<file path="config.mk">
export PLATFORM = sky130hd
export DESIGN_NAME = distance_vector_route_table
export DESIGN_NICKNAME = d
export VERILOG_FILES = /design/src/sv/dvrt_pkg.sv /design/src/sv/distance_vector_route_table.sv /design/src/sv/dvrt_ram.sv
export SDC_FILE = /design/constraint.sdc
export NUM_CORES = 2
export LEC_CHECK = 0
export BUFFER_PORTS_ARGS = -buffer_cell sky130_fd_sc_hd__buf_2
export CAP_MARGIN = 10
export CORE_MARGIN = 10
export CORE_UTILIZATION = 60
export DETAILED_ROUTE_END_ITERATION = 6
export PLACE_DENSITY = 0.76
export RECOVER_POWER = 100
export SLEW_MARGIN = 20
export SYNTH_ARGS = -nofsm -noshare
export SYNTH_HDL_FRONTEND = slang
export SYNTH_SLANG_ARGS = --single-unit
</file>
<file path="constraint.sdc">
create_clock -name clk -period 10.5 [get_ports clk]
set_input_delay 1.05 -clock clk [delete_from_list [all_inputs] [get_ports clk]]
set_output_delay 1.05 -clock clk [all_outputs]
set_load 0.01 [all_outputs]
</file>
<file path="src/sv/dvrt_pkg.sv">
package dvrt_pkg;

  // Default table size.
  localparam int TABLE_DEPTH_DEF = 16;

  // Field widths fixed by the stream format.
  localparam int ADDR_W     = 32;
  localparam int PORT_W     = 16;
  localparam int LOC_W      = ADDR_W + PORT_W;
  localparam int HOPS_W     = 8;
  localparam int IFACE_W    = 2;
  localparam int STAMP_W    = 32;
  localparam int STATUS_W   = 3;
  localparam int IN_DATA_W  = 144;
  localparam int OUT_DATA_W = 56;
  localparam int CFG_IDX_W  = 3;

  // Local locator registers.
  localparam int NUM_LOCAL = 4;
  localparam int LOC_IDX_W = 2;
  localparam int LOC_CNT_W = LOC_IDX_W + 1;

  typedef logic [STATUS_W-1:0] status_t;

  // Result status codes.
  localparam status_t STAT_LOCAL   = 3'd0;
  localparam status_t STAT_ADDED   = 3'd1;
  localparam status_t STAT_UPDATED = 3'd2;
  localparam status_t STAT_KEPT    = 3'd3;
  localparam status_t STAT_FULL    = 3'd4;
  localparam status_t STAT_ADVERT  = 3'd5;

  // Input command codes.
  localparam logic CMD_INGEST = 1'b0;
  localparam logic CMD_ADVERT = 1'b1;

  // Configuration register indexes.
  localparam logic [CFG_IDX_W-1:0] CFG_LOCAL_COUNT = 3'd0;
  localparam logic [CFG_IDX_W-1:0] CFG_LOCAL_LOC0  = 3'd1;
  localparam logic [CFG_IDX_W-1:0] CFG_LOCAL_LOC1  = 3'd2;
  localparam logic [CFG_IDX_W-1:0] CFG_LOCAL_LOC2  = 3'd3;
  localparam logic [CFG_IDX_W-1:0] CFG_LOCAL_LOC3  = 3'd4;

  // One stored route, destination in the lowest bits.
  typedef struct packed {
    logic [STAMP_W-1:0] stamp;
    logic [IFACE_W-1:0] iface;
    logic [LOC_W-1:0]   next_hop;
    logic [HOPS_W-1:0]  hops;
    logic [LOC_W-1:0]   dest;
  } route_entry_t;

  localparam int ENTRY_W = $bits(route_entry_t);

  // Sequencer states.
  typedef enum logic [2:0] {
    ST_IDLE,
    ST_LOCAL,
    ST_SEARCH,
    ST_RESP,
    ST_ADV_OWN,
    ST_ADV_SCAN
  } state_t;

endpackage

</file>
<file path="src/sv/distance_vector_route_table.sv">
// Ingest beat: accept, then local-locator compares (a match goes straight to the response),
// then a scan of the table entries until a match or the end of the table, then the
// response. Advertise beat: accept, the own locator, then the entries up to the last
// valid one. One shared 48-bit comparator and the table RAM's single read port
// serialize this work; one item is in work at a time.
// Reset (synchronous, rst_n low) clears all valid bits at once and zeroes the config.
module distance_vector_route_table #(
  parameter int TABLE_DEPTH = dvrt_pkg::TABLE_DEPTH_DEF
) (
  input  logic                                clk,
  input  logic                                rst_n,
  // Ingest/advertise command stream.
  input  logic                                in_tvalid,
  output logic                                in_tready,
  // dest_addr, dest_port, adv_hops, neighbor_addr, neighbor_port, iface, now_time
  input  logic [dvrt_pkg::IN_DATA_W-1:0]      in_tdata,
  // cmd
  input  logic [0:0]                          in_tuser,
  // Result stream.
  output logic                                out_tvalid,
  input  logic                                out_tready,
  // out_addr, out_port, out_hops
  output logic [dvrt_pkg::OUT_DATA_W-1:0]     out_tdata,
  // status
  output logic [dvrt_pkg::STATUS_W-1:0]       out_tuser,
  output logic                                out_tlast,
  // Configuration writes.
  input  logic                                cfg_valid,
  output logic                                cfg_ready,
  input  logic [dvrt_pkg::CFG_IDX_W-1:0]      cfg_index,
  input  logic [dvrt_pkg::LOC_W-1:0]          cfg_data
);

  localparam int          AW       = $clog2(TABLE_DEPTH);
  localparam int          VW       = $clog2(TABLE_DEPTH + 1);
  localparam logic [AW-1:0] LAST_IDX = AW'(TABLE_DEPTH - 1);

  // Sequencer and control registers.
  dvrt_pkg::state_t                   state_r, state_nxt;
  logic [dvrt_pkg::LOC_CNT_W-1:0]     li_r, li_nxt;
  logic [AW-1:0]                      j_r, j_nxt;
  logic                               free_found_r, free_found_nxt;
  logic [AW-1:0]                      free_idx_r, free_idx_nxt;
  logic [VW-1:0]                      remaining_r, remaining_nxt;
  dvrt_pkg::status_t                  status_r, status_nxt;
  logic [TABLE_DEPTH-1:0]             valid_r, valid_nxt;
  logic [VW-1:0]                      vcnt_r, vcnt_nxt;

  // Configuration registers.
  logic [dvrt_pkg::LOC_CNT_W-1:0]     local_count_r;
  logic [dvrt_pkg::LOC_W-1:0]         local_loc_r [dvrt_pkg::NUM_LOCAL];

  // Output register.
  logic                               out_tvalid_r, out_tvalid_nxt;
  logic [dvrt_pkg::OUT_DATA_W-1:0]    out_tdata_r, out_tdata_nxt;
  dvrt_pkg::status_t                  out_tuser_r, out_tuser_nxt;
  logic                               out_tlast_r, out_tlast_nxt;

  // Item payload captured on accept.
  logic                               cmd_r;
  logic [dvrt_pkg::LOC_W-1:0]         dest_r;
  logic [dvrt_pkg::HOPS_W-1:0]        hops_in_r;
  logic [dvrt_pkg::LOC_W-1:0]         nh_r;
  logic [dvrt_pkg::IFACE_W-1:0]       iface_r;
  logic [dvrt_pkg::STAMP_W-1:0]       stamp_r;

  // Table RAM.
  logic                               ram_we;
  logic [AW-1:0]                      ram_waddr;
  dvrt_pkg::route_entry_t             ram_wdata;
  dvrt_pkg::route_entry_t             rd_entry;
  logic [dvrt_pkg::ENTRY_W-1:0]       rd_bits;

  // Decode.
  logic                               in_accept;
  logic [dvrt_pkg::LOC_CNT_W-1:0]     n_local;
  logic                               loc_done;
  logic [dvrt_pkg::LOC_W-1:0]         cmp_b;
  logic                               cmp_eq;
  logic [dvrt_pkg::HOPS_W:0]          cand;
  logic [dvrt_pkg::HOPS_W-1:0]        stored;
  logic                               cur_valid;
  logic                               hit;
  logic                               better;
  logic                               scan_end;
  logic                               free_here;
  logic                               slot_free;

  assign in_tready  = (state_r == dvrt_pkg::ST_IDLE);
  assign in_accept  = in_tvalid && in_tready;
  assign cfg_ready  = 1'b1;
  assign out_tvalid = out_tvalid_r;
  assign out_tdata  = out_tdata_r;
  assign out_tuser  = out_tuser_r;
  assign out_tlast  = out_tlast_r;

  // A local count above four means all four locators.
  assign n_local  = (local_count_r > dvrt_pkg::LOC_CNT_W'(dvrt_pkg::NUM_LOCAL)) ?
                    dvrt_pkg::LOC_CNT_W'(dvrt_pkg::NUM_LOCAL) : local_count_r;
  assign loc_done = (li_r >= n_local);

  // The one comparator is shared by the local check and the table search.
  assign rd_entry = dvrt_pkg::route_entry_t'(rd_bits);
  assign cmp_b    = (state_r == dvrt_pkg::ST_LOCAL) ?
                    local_loc_r[li_r[dvrt_pkg::LOC_IDX_W-1:0]] : rd_entry.dest;
  assign cmp_eq   = (dest_r == cmp_b);

  // Candidate hop count at full width; the stored copy saturates.
  assign cand      = {1'b0, hops_in_r} + (dvrt_pkg::HOPS_W + 1)'(1);
  assign stored    = cand[dvrt_pkg::HOPS_W] ? '1 : cand[dvrt_pkg::HOPS_W-1:0];
  assign cur_valid = valid_r[j_r];
  assign hit       = cur_valid && cmp_eq;
  assign better    = (cand < {1'b0, rd_entry.hops});
  assign scan_end  = (j_r == LAST_IDX);
  assign free_here = !cur_valid && !free_found_r;
  assign slot_free = !out_tvalid_r || out_tready;

  // Next state.
  always_comb begin
    state_nxt = state_r;
    case (state_r)
      dvrt_pkg::ST_IDLE: begin
        if (in_tvalid) begin
          state_nxt = (in_tuser[0] == dvrt_pkg::CMD_ADVERT) ?
                      dvrt_pkg::ST_ADV_OWN : dvrt_pkg::ST_LOCAL;
        end
      end
      dvrt_pkg::ST_LOCAL: begin
        if (loc_done) begin
          state_nxt = dvrt_pkg::ST_SEARCH;
        end else if (cmp_eq) begin
          state_nxt = dvrt_pkg::ST_RESP;
        end
      end
      dvrt_pkg::ST_SEARCH: begin
        if (hit || scan_end) begin
          state_nxt = dvrt_pkg::ST_RESP;
        end
      end
      dvrt_pkg::ST_RESP: begin
        if (slot_free) begin
          state_nxt = dvrt_pkg::ST_IDLE;
        end
      end
      dvrt_pkg::ST_ADV_OWN: begin
        if (slot_free) begin
          state_nxt = (vcnt_r == '0) ? dvrt_pkg::ST_IDLE : dvrt_pkg::ST_ADV_SCAN;
        end
      end
      dvrt_pkg::ST_ADV_SCAN: begin
        if (cur_valid && slot_free && (remaining_r == VW'(1))) begin
          state_nxt = dvrt_pkg::ST_IDLE;
        end
      end
      default: state_nxt = dvrt_pkg::ST_IDLE;
    endcase
  end

  // Datapath control and outputs.
  always_comb begin
    li_nxt         = li_r;
    j_nxt          = j_r;
    free_found_nxt = free_found_r;
    free_idx_nxt   = free_idx_r;
    remaining_nxt  = remaining_r;
    status_nxt     = status_r;
    valid_nxt      = valid_r;
    vcnt_nxt       = vcnt_r;
    out_tvalid_nxt = out_tvalid_r && !out_tready;
    out_tdata_nxt  = out_tdata_r;
    out_tuser_nxt  = out_tuser_r;
    out_tlast_nxt  = out_tlast_r;
    ram_we         = 1'b0;
    ram_waddr      = j_r;
    ram_wdata      = '{stamp: stamp_r, iface: iface_r, next_hop: nh_r,
                       hops: stored, dest: dest_r};
    case (state_r)
      dvrt_pkg::ST_IDLE: begin
        if (in_tvalid) begin
          li_nxt         = '0;
          j_nxt          = '0;
          free_found_nxt = 1'b0;
        end
      end
      dvrt_pkg::ST_LOCAL: begin
        if (!loc_done) begin
          if (cmp_eq) begin
            status_nxt = dvrt_pkg::STAT_LOCAL;
          end else begin
            li_nxt = li_r + dvrt_pkg::LOC_CNT_W'(1);
          end
        end
      end
      dvrt_pkg::ST_SEARCH: begin
        if (hit) begin
          // Known destination: replace only on a strictly shorter path.
          if (better) begin
            ram_we     = 1'b1;
            status_nxt = dvrt_pkg::STAT_UPDATED;
          end else begin
            status_nxt = dvrt_pkg::STAT_KEPT;
          end
        end else begin
          if (free_here) begin
            free_found_nxt = 1'b1;
            free_idx_nxt   = j_r;
          end
          if (scan_end) begin
            // Unknown destination: insert at the lowest free slot.
            if (free_found_r || free_here) begin
              ram_we               = 1'b1;
              ram_waddr            = free_found_r ? free_idx_r : j_r;
              valid_nxt[ram_waddr] = 1'b1;
              vcnt_nxt             = vcnt_r + VW'(1);
              status_nxt           = dvrt_pkg::STAT_ADDED;
            end else begin
              status_nxt = dvrt_pkg::STAT_FULL;
            end
          end else begin
            j_nxt = j_r + AW'(1);
          end
        end
      end
      dvrt_pkg::ST_RESP: begin
        if (slot_free) begin
          out_tvalid_nxt = 1'b1;
          out_tuser_nxt  = status_r;
          out_tdata_nxt  = '0;
          out_tlast_nxt  = 1'b1;
        end
      end
      dvrt_pkg::ST_ADV_OWN: begin
        if (slot_free) begin
          out_tvalid_nxt = 1'b1;
          out_tuser_nxt  = dvrt_pkg::STAT_ADVERT;
          out_tdata_nxt  = {{dvrt_pkg::HOPS_W{1'b0}}, dest_r[dvrt_pkg::PORT_W-1:0],
                            dest_r[dvrt_pkg::LOC_W-1:dvrt_pkg::PORT_W]};
          out_tlast_nxt  = (vcnt_r == '0);
          remaining_nxt  = vcnt_r;
        end
      end
      dvrt_pkg::ST_ADV_SCAN: begin
        // Valid entries go out in ascending order; empty slots are skipped.
        if (cur_valid) begin
          if (slot_free) begin
            out_tvalid_nxt = 1'b1;
            out_tuser_nxt  = dvrt_pkg::STAT_ADVERT;
            out_tdata_nxt  = {rd_entry.hops, rd_entry.dest[dvrt_pkg::PORT_W-1:0],
                              rd_entry.dest[dvrt_pkg::LOC_W-1:dvrt_pkg::PORT_W]};
            out_tlast_nxt  = (remaining_r == VW'(1));
            remaining_nxt  = remaining_r - VW'(1);
            j_nxt          = j_r + AW'(1);
          end
        end else begin
          j_nxt = j_r + AW'(1);
        end
      end
      default: ;
    endcase
  end

  // Control registers.
  always_ff @(posedge clk) begin
    if (!rst_n) begin
      state_r      <= dvrt_pkg::ST_IDLE;
      li_r         <= '0;
      j_r          <= '0;
      free_found_r <= 1'b0;
      free_idx_r   <= '0;
      remaining_r  <= '0;
      status_r     <= dvrt_pkg::STAT_LOCAL;
      valid_r      <= '0;
      vcnt_r       <= '0;
      out_tvalid_r <= 1'b0;
    end else begin
      state_r      <= state_nxt;
      li_r         <= li_nxt;
      j_r          <= j_nxt;
      free_found_r <= free_found_nxt;
      free_idx_r   <= free_idx_nxt;
      remaining_r  <= remaining_nxt;
      status_r     <= status_nxt;
      valid_r      <= valid_nxt;
      vcnt_r       <= vcnt_nxt;
      out_tvalid_r <= out_tvalid_nxt;
    end
  end

  // Output payload.
  always_ff @(posedge clk) begin
    out_tdata_r <= out_tdata_nxt;
    out_tuser_r <= out_tuser_nxt;
    out_tlast_r <= out_tlast_nxt;
  end

  // Configuration writes; indexes past the list are ignored.
  always_ff @(posedge clk) begin
    if (!rst_n) begin
      local_count_r <= '0;
      for (int i = 0; i < dvrt_pkg::NUM_LOCAL; i++) begin
        local_loc_r[i] <= '0;
      end
    end else if (cfg_valid && cfg_ready) begin
      case (cfg_index)
        dvrt_pkg::CFG_LOCAL_COUNT: local_count_r  <= cfg_data[dvrt_pkg::LOC_CNT_W-1:0];
        dvrt_pkg::CFG_LOCAL_LOC0:  local_loc_r[0] <= cfg_data;
        dvrt_pkg::CFG_LOCAL_LOC1:  local_loc_r[1] <= cfg_data;
        dvrt_pkg::CFG_LOCAL_LOC2:  local_loc_r[2] <= cfg_data;
        dvrt_pkg::CFG_LOCAL_LOC3:  local_loc_r[3] <= cfg_data;
        default: ;
      endcase
    end
  end

  // Item capture. Bits from the bottom: dest_addr, dest_port, adv_hops,
  // neighbor_addr, neighbor_port, iface, now_time.
  always_ff @(posedge clk) begin
    if (in_accept) begin
      cmd_r     <= in_tuser[0];
      dest_r    <= {in_tdata[31:0], in_tdata[47:32]};
      hops_in_r <= in_tdata[55:48];
      nh_r      <= {in_tdata[87:56], in_tdata[103:88]};
      iface_r   <= in_tdata[105:104];
      stamp_r   <= in_tdata[137:106];
    end
  end

  // Route table storage, read one entry ahead of the scan index.
  dvrt_ram #(
    .WIDTH (dvrt_pkg::ENTRY_W),
    .DEPTH (TABLE_DEPTH)
  ) u_table (
    .clk   (clk),
    .we    (ram_we),
    .waddr (ram_waddr),
    .wdata (ram_wdata),
    .raddr (j_nxt),
    .rdata (rd_bits)
  );

  // The valid count tracks the valid bits.
  a_vcnt: assert property (@(posedge clk) disable iff (!rst_n)
    vcnt_r == VW'($countones(valid_r)))
    else $error("valid count out of step with valid bits");

  // Table writes happen only from the search.
  a_we_search: assert property (@(posedge clk) disable iff (!rst_n)
    ram_we |-> (state_r == dvrt_pkg::ST_SEARCH) && (cmd_r == dvrt_pkg::CMD_INGEST))
    else $error("table write outside an ingest search");

  // An insert never lands on a valid slot.
  a_insert_free: assert property (@(posedge clk) disable iff (!rst_n)
    (ram_we && !hit) |-> !valid_r[ram_waddr])
    else $error("insert overwrote a valid entry");

  // The advertisement scan always has entries left to send.
  a_scan_left: assert property (@(posedge clk) disable iff (!rst_n)
    (state_r == dvrt_pkg::ST_ADV_SCAN) |-> (remaining_r != '0))
    else $error("advertisement scan with nothing left");

  // An ingest result is always the only and last beat.
  a_ingest_last: assert property (@(posedge clk) disable iff (!rst_n)
    (out_tvalid_r && (out_tuser_r != dvrt_pkg::STAT_ADVERT)) |-> out_tlast_r)
    else $error("ingest result without last");

endmodule

</file>
<file path="src/sv/dvrt_ram.sv">
module dvrt_ram #(
  parameter int  WIDTH = 8,
  parameter int  DEPTH = 16,
  localparam int AW    = $clog2(DEPTH)
) (
  input  logic             clk,
  input  logic             we,
  input  logic [AW-1:0]    waddr,
  input  logic [WIDTH-1:0] wdata,
  input  logic [AW-1:0]    raddr,
  output logic [WIDTH-1:0] rdata
);

  logic [WIDTH-1:0] mem [DEPTH];

  // One write port, one registered read port.
  always_ff @(posedge clk) begin
    if (we) begin
      mem[waddr] <= wdata;
    end
    rdata <= mem[raddr];
  end

endmodule
</file>
# == Word level (Yosys, flattened, before mapping) ==
# Memories as Yosys holds them, arrays and structs flattened. A register that Yosys moved wholly into a read port is not among the register bits.
# Index checks and enable logic that the tools add are counted.
# word_totals
register_bits,246
ramBits,2400
input_bits,201
out_inout_bits,63
wordCells,191
memories,2
# op_classes
add_sub_neg,5
magnitude_cmp,6
eq_ne,26
n_mux,94
n_bitwise,6
reduce_logical,33
# memory_table
name,words,width,read_ports,rd_ports_with_merged_regs,write_ports,line,text
u_table.mem,16,138,1,1,1,dvrt_ram.sv:14,logic [WIDTH-1:0] mem [DEPTH];
local_loc_r,4,48,1,1,4,distance_vector_route_table.sv:51,logic [dvrt_pkg::LOC_W-1:0] local_loc_r [dvrt_pkg::NUM_LOCAL];
# op_table
operator,n
two-way mux 48 bit,5
two-way mux 56 bit,4
one-hot mux 56 bit (3 select lines),1
two-way mux 3 bit,21
== test 48 bit,1
two-way mux 4 bit,10
two-way mux 1 bit,36
"!= test 2 bit, second input constant",12
AND reduction 4 bit,5
one-hot mux 3 bit (6 select lines),1
bitwise OR 16 bit,1
two-way mux 5 bit,3
"== test 3 x 2 -> 1 bit, second input constant",4
one-hot mux 3 bit (2 select lines),2
one-hot mux 4 bit (3 select lines),1
"less-than comparator 4 x 5 -> 1 bit, second input constant",2
one-hot mux 5 bit (2 select lines),1
"adder 8 x 1 -> 9 bit, second input constant",1
"== test 3 bit, second input constant",3
less-than comparator 9 x 8 -> 1 bit,1
one-hot mux 3 bit (3 select lines),1
two-way mux 8 bit,1
nonzero test 2 bit,4
logical AND 1 bit,7
other kinds (28),42

# == Depth between registers and ports, before layout ==
# depth
word_depth,11
mapped_depth,18
mapped_depth_nobuf,13

# == By module ==
# A second synthesis with hierarchy kept.
# hier_totals
cells_unflattened,4904
hier_area_um2,104850.6
# modules_own_cells
module,instances,cells_per_inst,area_each_um2,seq_area_each_um2
dvrt_ram,1,3598,85618.4,69066.2
distance_vector_route_table,1,1306,19232.2,12712.2

# == Worst setup path after synthesis ==
# Ideal clock, no wire load.
# synth_timing
kind,reg2reg
startpoint,register state_r[2]
endpoint,"memory u_table.mem[0][0] (netlist name), enable pin"
setup_ps,470
t_arrival_ps,5848
required_ps,10030
path_slack_ps,4182
stages_incl_launch_ff,15
n_path_buf,4
period_less_slack_ps,6318
path_cell_list,dfxtp_1 > buf_2 > nor3b_1 > buf_1 > buf_2 > mux2i_1 > xnor2_1 > nor4_1 > nand4_1 > nor4_1 > buf_2 > nand2_1 > nor4bb_1 > o2111ai_1 > nor2_1
# synth_via
elab_chain_len,8
elab_cells_between_ends,11
classes_between,3 x eq/ne; 7 x mux; 1 x reduce/logical
# synth_lines
element,line,text
"start, declared",distance_vector_route_table.sv:39,"dvrt_pkg::state_t state_r, state_nxt;"
"start signal, assigned",distance_vector_route_table.sv:265,state_r <= dvrt_pkg::ST_IDLE;
"start signal, assigned",distance_vector_route_table.sv:276,state_r <= state_nxt;
== test 3 x 1 -> 1 bit,distance_vector_route_table.sv:104,assign cmp_b = (state_r == dvrt_pkg::ST_LOCAL) ?
two-way mux 48 bit,distance_vector_route_table.sv:104,
== test 48 bit,distance_vector_route_table.sv:106,assign cmp_eq = (dest_r == cmp_b);
logical AND 1 bit,distance_vector_route_table.sv:112,assign hit = cur_valid && cmp_eq;
two-way mux 1 bit,distance_vector_route_table.sv:195,if (hit) begin
two-way mux 1 bit,distance_vector_route_table.sv:177,case (state_r)
two-way mux 1 bit,dvrt_ram.sv:18,if (we) begin
two-way mux 1 bit (not written as such),dvrt_ram.sv:19,mem[waddr] <= wdata;
"end, declared",dvrt_ram.sv:14,
# Parallel ways exist; a longest one is shown, timed or not.

==> flow_metrics.env <==
export IMPL_critical_path_slowest_cell="clkbuf_1"
export IMPL_critPathMostFrequentCell="buf_4"
export IMPL_clkLatencyLatePin_ns=0.75
export IMPL_die_h_um=319
export IMPL_synth_avg_cell_area_um2=15.3
export IMPL_area_growth_pct=11.3
export IMPL_cts_clk_slew_worst_paths_ns=0.06
export IMPL_grt_max_degree=170
export IMPL_cts_hold_buffers=0
export IMPL_synth_most_common_cell="edfxtp_1"
export IMPL_fin_tns_setup_ns=0
export IMPL_ys_flop_type="edfxtp_1"
export IMPL_switching_share=0.307
export IMPL_clock_path_buffers=3
export IMPL_fmax_ghz=0.118
export IMPL_status="complete, but fails checks"
export IMPL_synth_edf_count=1204
export IMPL_end_kind="register"
export IMPL_r2r_end="u_table.rdata[31]"
export IMPL_std_cell_rows=109
export IMPL_vias_per_cell=6.75
export IMPL_drc_errors=2
export IMPL_ys_ff_latch=1310
export IMPL_grt_use_total=0.274
export IMPL_whs_endpoint="status_r[1]"
export IMPL_die_x_um=319
export IMPL_place_ws_ns=3.35
export IMPL_cts_sinks=1310
export IMPL_rrSetupSlack_ns=2.00
export IMPL_start_util=0.606
export IMPL_min_path_cells=2
export IMPL_worst_slack_ns=2.00
export IMPL_setup_violations=0
export IMPL_die_area_mm2=0.102
export IMPL_syn_num_nets=3735
export IMPL_ios=264
export IMPL_cp_start_kind="register"
export IMPL_netlist_top_cells_area="edfxtp_1 67%, mux2i_1 5.3%, dfxtp_1 4.0%"
export IMPL_cpPeakStageDelay_ns=1.08
export IMPL_drt_initial_drc_count=4234
export IMPL_worst_path_max_fanout=45
export IMPL_skew_ns=0.0286
export IMPL_fin_cells=4915
export IMPL_cts_tree="built"
export IMPL_hold_viol=0
export IMPL_gp_congestion=0.829
export IMPL_holdCritStartpoint="status_r[1]"
export IMPL_grt_pass1_vias=31971
export IMPL_drt_wirelength_per_cell_um=29.1
export IMPL_cts_max_level=4
export IMPL_crit_chain="clkbuf_1, buf_4, mux4_2, mux2i_1, xnor2_1, nor2_1, nand4_1, nor4_1, buf_4, a31oi_1, buf_4, buf_4, nor2_1, buf_4, nor2_4, buf_4, a2111oi_0, a22o_1"
export IMPL_tightest_slew_ns=3.66
export IMPL_combPwrFrac=0.220
export IMPL_path_delay_family="buffers and inverters"
export IMPL_dp_cells=4672
export IMPL_ir_drop_v=0.000224
export IMPL_violations="DRC, capacitance limit, slew limit"
export IMPL_p_sw_w=0.00447
export IMPL_hold_class="register to register"
export IMPL_required_ns=11.17
export IMPL_ys_types=72
export IMPL_fin_crit_ns=8.50
export IMPL_synth_common_cells="1204 x edfxtp_1, 283 x mux2i_1, 198 x and2_1"
export IMPL_first_pass_iters=7
export IMPL_reg2reg_depth=18
export IMPL_cp_arrival_ns=9.17
export IMPL_drive_gt1_frac=0.115
export IMPL_syn_inst=3517
export IMPL_nets=3859
export IMPL_grt_pass1_wl_um=209000
export IMPL_post_cts_repair_setup_buffers=0
export IMPL_rsz0062_at_grt="no"
export IMPL_postCtsResizedCells=0
export IMPL_core_area_mm2=0.0885
export IMPL_p_int_w=0.0101
export IMPL_finalCritPeriodShare=0.810
export IMPL_seq_power_share=0.466
export IMPL_cap_violations=13
export IMPL_dr_total_vias=33195
export IMPL_ant_nets=0
export IMPL_cp_depth=18
export IMPL_synth_warnings=0
export IMPL_drt_total_wl_um=143000
export IMPL_power_frac_clock=0.313
export IMPL_antenna_found_initial=6
export IMPL_dp_hpwl_um=78100
export IMPL_grt_overflow_total=0
export IMPL_yosysTopAreaCell="edfxtp_1"
export IMPL_leakage_nw=19.9
export IMPL_seq_area_frac_synth=0.713
export IMPL_whs_ns=0.452
export IMPL_io_buffers=174
export IMPL_critPathKind="register to register"
export IMPL_slew_violations=598
export IMPL_cts_buffers=131
export IMPL_synthArstFlopShare=0
export IMPL_syn_area_mm2=0.0537
export IMPL_slew_headroom=-1.44
export IMPL_p_per_area_mw_per_mm2=244
export IMPL_crit_buf_inv=7
export IMPL_root_buffer="clkbuf_16"
export IMPL_synth_top_area_share=0.674
[worst max-delay path by stage]
stage	from	to	slack [ns]
5_1_grt	register	u_table.mem[15][32]	1.49
6_report	register	u_table.rdata[31]	2.00
4_1_cts	register	u_table.rdata[0]	3.34
2_1_floorplan	state_r[2]	u_table.mem[0][0]	4.18
3_3_place_gp	register	u_table.rdata[0]	3.37
3_5_place_dp	register	u_table.rdata[0]	3.35
[worst min-delay path, stage by stage (launching register included)]
cell and delay [ns]:
dfxtp_1 0.30, nand2_1 0.05, a21oi_1 0.05
[kinds of logic (layout without fill, tap and decap cells)]
group,Yosys count,after routing,share of synthesized area
AO/OA/AOI/OAI,560,560,0.0761
XOR/XNOR,55,55,0.00897
adder cells (fa/ha/maj),17,17,0.00396
buffers and inverters,296,528,0.0247
flip-flops,1310,1310,0.713
multiplexers,331,331,0.0727
other,1,2,0.0000699
AND/OR/NAND/NOR,947,947,0.100
[layout make-up]
| cell class | instances | area, um2 |
|---|---|---|
| repair buffers | 264 | 1390 |
| flip-flops and latches | 1310 | 38300 |
| well taps | 1165 | 1460 |
| inverters | 23 | 87.6 |
| multi-input cells | 1911 | 14300 |
| clock buffers | 178 | 3560 |
| fillers | 5879 | 28800 |
| clock inverters | 63 | 649 |
| diodes | 1 | 2.50 |
[cells in the final DEF (no fill, tap or decap), types with 7 or more instances in the layout]
cell type and count:
buf_2 88, bufinv_16 7, a2111oi_0 168, and2_1 93
a22o_1 56, clkinv_1 17, ha_1 17, xnor2_1 45
nor4_1 12, inv_1 22, nor2_4 18, nand2b_1 12
clkbuf_16 131, nor3b_1 60, o21ai_0 104, xor2_1 10
nand3_1 128, edfxtp_1 1204, and3_1 62, nor3_1 18
clkinv_8 7, a221oi_1 56, o21ai_1 17, and2_0 103
nor2_1 124, a31oi_1 61, nor2b_1 13, mux2i_1 283
mux4_2 47, a21oi_1 53, nand2_1 156, dfxtp_1 104
nand4_1 8, clkbuf_8 11, clkinv_2 18, and4_1 112
clkbuf_1 151, buf_4 54
[state kept, by name (all words and copies together), names as in the netlist, 5 cells and up, named ones only]
register / count
u_table.mem: 896
local_loc_r: 192
out_tdata: 56
u_table.rdata: 56
dest_r: 48
valid_r: 16
hops_in_r: 8
remaining_r: 5
vcnt_r: 5
[power by group through the flow]
stage          Combinational, W  Clock, W  Sequential [W]
2_1_floorplan           0.00215         0         0.00671
3_3_place_gp            0.00316         0         0.00686
3_5_place_dp            0.00320         0         0.00687
4_1_cts                 0.00323   0.00460         0.00677
5_1_grt                 0.00342   0.00481         0.00682
6_report                0.00321   0.00457         0.00679
[routing by layer]
layer,GRT usage,up-vias,wire length (um)
met5,0,-,13
met4,0.127,2,6550
met3,0.0483,353,14500
met2,0.442,2133,69000
met1,0.362,16597,53000
li1,-,14110,-
[stage by stage]
step | instance area, um2 | util | power [W]
2_1_floorplan | 53700 | - | 0.00886
3_3_place_gp | 55800 | 0.630 | 0.0100
3_5_place_dp | 55800 | 0.630 | 0.0101
4_1_cts | 60000 | 0.678 | 0.0146
5_1_grt | 59700 | 0.675 | 0.0150
6_report | 59700 | 0.675 | 0.0146
Power figures use the tool's default switching activity.
